## src/design/sfls_pkg.sv

```systemverilog
// shared constants, types and command codes for the sorted first/last occurrence search
package sfls_pkg;

  localparam int STORE_DEPTH = 1024;
  localparam int VALUE_WIDTH = 32;
  localparam int ADDR_W      = $clog2(STORE_DEPTH);
  localparam int CNT_W       = $clog2(STORE_DEPTH + 1);
  localparam int INDEX_W     = 11;

  typedef logic        [1:0]             command_t;
  typedef logic signed [VALUE_WIDTH-1:0] value_t;
  typedef logic signed [INDEX_W-1:0]     index_t;
  typedef logic        [CNT_W-1:0]       count_t;
  typedef logic        [ADDR_W-1:0]      addr_t;
  // search bounds: one extra bit so that hi can sit at -1
  typedef logic signed [CNT_W:0]         bound_t;

  localparam command_t CMD_CLEAR  = 2'd0;
  localparam command_t CMD_APPEND = 2'd1;
  localparam command_t CMD_QUERY  = 2'd2;

  localparam index_t INDEX_NONE = '1;

  typedef struct packed {
    logic   start;
    value_t target;
    count_t count;
  } search_req_t;

  typedef struct packed {
    logic   valid;
    logic   found;
    index_t first;
    index_t last;
  } search_res_t;

endpackage

```

## src/design/sfls_search.sv

```systemverilog
// binary search sequencer: lowest hit, then highest hit if there was one; each probe is a read then a compare
module sfls_search (
  input  logic                  clk,
  input  logic                  rst,
  input  sfls_pkg::search_req_t req,
  output logic                  idle,
  output sfls_pkg::addr_t       raddr,
  output logic                  re,
  input  sfls_pkg::value_t      rdata,
  output sfls_pkg::search_res_t res,
  input  logic                  res_take
);
  import sfls_pkg::*;

  typedef enum logic [1:0] {S_IDLE, S_PROBE, S_WAIT, S_DONE} state_t;

  state_t state;
  logic   want_last;
  bound_t lo;
  bound_t hi;
  bound_t mid;
  bound_t top;
  index_t hit;
  value_t target;
  count_t count;
  bound_t mid_next;
  logic   res_found;
  index_t res_first;
  index_t res_last;

  assign mid_next = lo + ((hi - lo) >>> 1);
  assign top      = bound_t'({1'b0, count}) - bound_t'(1);
  assign idle     = (state == S_IDLE);
  assign re       = (state == S_PROBE) && (lo <= hi);
  assign raddr    = mid_next[ADDR_W-1:0];
  assign res      = {(state == S_DONE), res_found, res_first, res_last};

  always_ff @(posedge clk) begin
    if (rst) begin
      state     <= S_IDLE;
      want_last <= 1'b0;
    end else begin
      case (state)
        S_IDLE: begin
          if (req.start) begin
            target    <= req.target;
            count     <= req.count;
            lo        <= '0;
            hi        <= bound_t'({1'b0, req.count}) - bound_t'(1);
            hit       <= INDEX_NONE;
            want_last <= 1'b0;
            state     <= S_PROBE;
          end
        end
        S_PROBE: begin
          if (lo <= hi) begin
            mid   <= mid_next;
            state <= S_WAIT;
          end else if (!want_last) begin
            res_first <= hit;
            res_found <= (hit != INDEX_NONE);
            if (hit == INDEX_NONE) begin
              res_last <= INDEX_NONE;
              state    <= S_DONE;
            end else begin
              lo        <= '0;
              hi        <= top;
              hit       <= INDEX_NONE;
              want_last <= 1'b1;
            end
          end else begin
            res_last <= hit;
            state    <= S_DONE;
          end
        end
        S_WAIT: begin
          if (rdata == target) begin
            hit <= index_t'(mid);
            if (want_last) begin
              lo <= mid + bound_t'(1);
            end else begin
              hi <= mid - bound_t'(1);
            end
          end else if (rdata < target) begin
            lo <= mid + bound_t'(1);
          end else begin
            hi <= mid - bound_t'(1);
          end
          state <= S_PROBE;
        end
        S_DONE: begin
          if (res_take) begin
            state <= S_IDLE;
          end
        end
        default: state <= S_IDLE;
      endcase
    end
  end

  // probe address lies inside the live window
  a_mid_in_window: assert property (@(posedge clk) disable iff (rst)
    (state == S_WAIT) |-> (mid >= lo && mid <= hi))
    else $error("probe outside search window");

  // window never leaves the loaded entries
  a_window_bounds: assert property (@(posedge clk) disable iff (rst)
    (state == S_PROBE || state == S_WAIT) |-> (lo >= 0 && hi <= top))
    else $error("search window beyond loaded count");

  // a miss reports both indices as none
  a_miss_codes: assert property (@(posedge clk) disable iff (rst)
    (state == S_DONE && !res.found) |-> (res.first == INDEX_NONE && res.last == INDEX_NONE))
    else $error("miss with index set");

  // a hit on the first search has a real first index
  a_hit_index: assert property (@(posedge clk) disable iff (rst)
    (state == S_DONE && res.found) |-> (res.first != INDEX_NONE))
    else $error("hit without first index");

  // a memory read is always followed by its compare cycle
  a_read_then_wait: assert property (@(posedge clk) disable iff (rst)
    re |=> (state == S_WAIT))
    else $error("read data not consumed");

endmodule

```

## config.mk

```make
export PLATFORM = sky130hd
export DESIGN_NAME = sfls_search
export DESIGN_NICKNAME = d
export VERILOG_FILES = /design/src/design/sfls_pkg.sv /design/src/design/sfls_search.sv
export SDC_FILE = /design/constraint.sdc
export NUM_CORES = 1
export LEC_CHECK = 0
export ABC_AREA = 1
export BUFFER_PORTS_ARGS = -buffer_cell sky130_fd_sc_hd__buf_2
export CAP_MARGIN = 20
export CORE_MARGIN = 2
export CORE_UTILIZATION = 50
export DETAILED_ROUTE_END_ITERATION = 10
export PLACE_DENSITY = 0.77
export SETUP_SLACK_MARGIN = 0.4
export SYNTH_ARGS = -nofsm -noshare
export SYNTH_HDL_FRONTEND = slang
export SYNTH_SLANG_ARGS = --single-unit
export TNS_END_PERCENT = 50
```

## constraint.sdc

```tcl
create_clock -name clk -period 7.8 [get_ports clk]
set_input_delay 1.56 -clock clk [delete_from_list [all_inputs] [get_ports clk]]
set_output_delay 1.56 -clock clk [all_outputs]
set_load 0.02 [all_outputs]
```

==> summary.txt <==
Yosys
  – Largest family of logic cells by synthesized area: simple AND/OR/NAND/NOR gates
  – Post-Syn Nets: 854
  – Compound-cell area share of the yosys netlist: 9.35%
  – Post-Synth Simple-Gate Area: 16.9%
  – Post-synthesis adder-cell area fraction: 11.4%
  – Ys Warns: 0
  – Synth async-reset ratio: 0%
  – Mapped Area: 6800 sq um
  – Mean Syn Cell Area: 9.52 sq um
  – Seq/Total Area, Yosys: 50.8%
  – Cells after Synth: 714
  – Top FF cell, synth: edfxtp_1
  – EDFF count, synth: 113
  – XOR/XNOR Fraction of Synth Area: 2.96%
  – Seq cells post-synth: 116
  – Netlist cell types: 45
  – Multiplexer share of the synthesized area: 0%

Finish
  – Nets: 974
  – Area growth, synth to finish: 19.0%
  – Fin cells: 1023
  – Most frequent cells in the layout: nand2_1 (146), inv_1 (117), buf_2 (114)
  – Diodes inserted: 0
  – Commonest non-fill, non-tap cell in the layout: nand2_1
  – Share of layout cells above drive strength 1: 20.4%

STA
  – Final hold vios: 0
  – Fmax achieved: 183 MHz
  – Min Tclk post-route: 5470 ps
  – Slew @ Worst Pin: 866 ps
  – Slew headroom: 42.1%
  – Clock skew: 10.9 ps
  – Max Slew Vio Count: 0
  – Final setup fails: 0
  – Crit share post-route: 70.1%
  – Setup TNS Final: 0 ps
  – RSZ-0062 raised after global routing: no

Power
  – Worst vdd ir: 0.000175 V
  – Power Density: 356 nW/um^2
  – Combinational cell fraction of total power: 43.9%
  – Clock power share: 25.1%
  – Sw frac: 39.7%
  – Psw: 1.15 mW
  – Leak pwr: 3.68 nW
  – Reg power frac: 31.0%
  – Pint: 1.74 mW

Critical path
  – WS Path Type: flop to primary output
  – Critical Path Start Type: flop
  – Required @ worst endpoint: 6240 ps
  – Critical Path Sink Type: primary output
  – Critical path peak fanout: 5
  – Crit path DAT: 3910 ps

Floorplanning
  – Die height: 121 um
  – Die area: 14500 sq um
  – Initial Utilization: 51.3%
  – Io pins: 115
  – Die Wd: 121 um
  – Row count: 42
  – Core region area: 13200 sq um

Global route
  – Initial antenna violation count: 0
  – Global-route wire length before repair: 22.4 mm
  – Vias in the first global route: 4872
  – Overflow after GRT: 0
  – Largest net degree at the start of global routing: 31
  – Total track usage: 20.2%

Place
  – Dpl cells: 990
  – GP Congestion: 0.897
  – I/O Buffers: 114
  – DP Wirelength: 10.9 mm

CTS
  – TritonCTS buffer count: 17
  – Clk root buf: clkbuf_16
  – # hold bufs at CTS: 0
  – CTS tree: done
  – Clock Latency Late Sink: 420 ps
  – Number of clock sinks: 116
  – Post_cts resized: 0
  – CTS H-Tree Depth: 4
  – Worst-path clk slew: 50 ps
  – CTS Buffer Depth: 2
  – Post-CTS Setup Bufs: 0

Drt
  – WL/cell: 13.7 um
  – Post-route DRC: 0
  – Final ANT Viol Nets: 0
  – 1st-pass router iterations: 7
  – Final Routed Wirelength: 14.1 mm
  – Via density: 5.10
  – Routed vias: 5217
  – Initial drt markers: 376

Flow run
  – Max-cap violations: 0

Worst hold path
  – Worst hold path type: flop to flop

Outcome
  – Status: complete, no violations
cell usage after synthesis (3+ instances only):
library cell / count / share of area, %
a21oi_1: 43 / 3.2
nor3_1: 10 / 0.74
or2_2: 8 / 0.74
edfxtp_1: 113 / 50
o21ai_1: 3 / 0.22
xor2_1: 19 / 2.4
clkbuf_1: 4 / 0.22
nand4_1: 7 / 0.64
nor4_1: 3 / 0.28
inv_1: 117 / 6.5
ha_1: 59 / 11
nand3_1: 26 / 1.9
xnor2_1: 4 / 0.52
a21o_1: 5 / 0.55
buf_4: 11 / 1.2
o21ai_0: 27 / 2.0
a31oi_1: 9 / 0.83
dfxtp_1: 3 / 0.88
nor2_1: 56 / 3.1
o21ai_2: 7 / 0.90
nand2_1: 146 / 8.1
critical path, cell delays in order (launching register included):
cell and delay, ps:
edfxtp_1 410, inv_1 100, ha_1 280, nand2_1 60
o21ai_0 470, a21boi_0 250, xnor2_1 180, ha_1 340
a21oi_1 230, a21boi_0 360, o21ai_0 220, a21oi_1 200
xor2_1 200, buf_2 200
flip-flops by register name, indices dropped and copies added, names as in the netlist:
register and flops:
hit 11, lo 12, state 2, target 32, mid 12, hi 12, count 11, res_first 11
want_last 1, res_found 1, res_last 11
cell type report:
class | instances | area, sq um
Timing Repair Buffer | 119 | 628
Tap cell | 176 | 220
Fill cell | 1107 | 5150
Sequential cell | 116 | 3450
Clock inverter | 13 | 116
Clock buffer | 19 | 433
Inverter | 121 | 454
Multi-Input combinational cell | 459 | 2780
final timing paths:
kind             endpoint  cells past startpoint   start  slack (ps)
min          res_first[9]                      0  hit[9]         450
min reg2reg  res_first[9]                      0  hit[9]         450
max              raddr[9]                     13   lo[1]        2330
max reg2reg        mid[9]                     12   lo[1]        4340
per-layer routing:
| metal | track usage, % | up-vias | share of wire, % |
|---|---|---|---|
| li1 | - | 2629 | - |
| met1 | 25.0 | 2389 | 43 |
| met2 | 34.1 | 179 | 50 |
| met3 | 4.34 | 20 | 5.6 |
| met4 | 8.58 | 0 | 1.8 |
| met5 | 0 | - | 0 |
power by group through the flow:
| stage | Clock, mW | Sequential, mW | Combinational (mW) |
|---|---|---|---|
| floorplan | 0 | 0.890 | 1.08 |
| global placement | 0 | 0.905 | 1.22 |
| detailed placement | 0 | 0.906 | 1.25 |
| CTS | 0.732 | 0.894 | 1.26 |
| global route | 0.757 | 0.902 | 1.41 |
| finish | 0.723 | 0.894 | 1.27 |
stage by stage:
step                power, mW  setup WS, ps  util, %  hold WS (ps)  area, sq um
CTS                      2.89          2390     61.0           453         8080
global route             3.07          2080     61.1           461         8090
detailed placement       2.15          2910     56.9           441         7530
finish                   2.88          2330     61.1           452         8090
global placement         2.12          3020     56.7           434         7500
floorplan                1.96          3380        -           426         6800
logic make-up after synthesis:
group                    Yosys count
buffers and inverters            139
flip-flops                       116
AO/OA/AOI/OAI                    107
XOR/XNOR                          23
adder cells (fa/ha/maj)           61
AND/OR/NAND/NOR                  268
No activity file was read; power rests on OpenSTA's default activity.
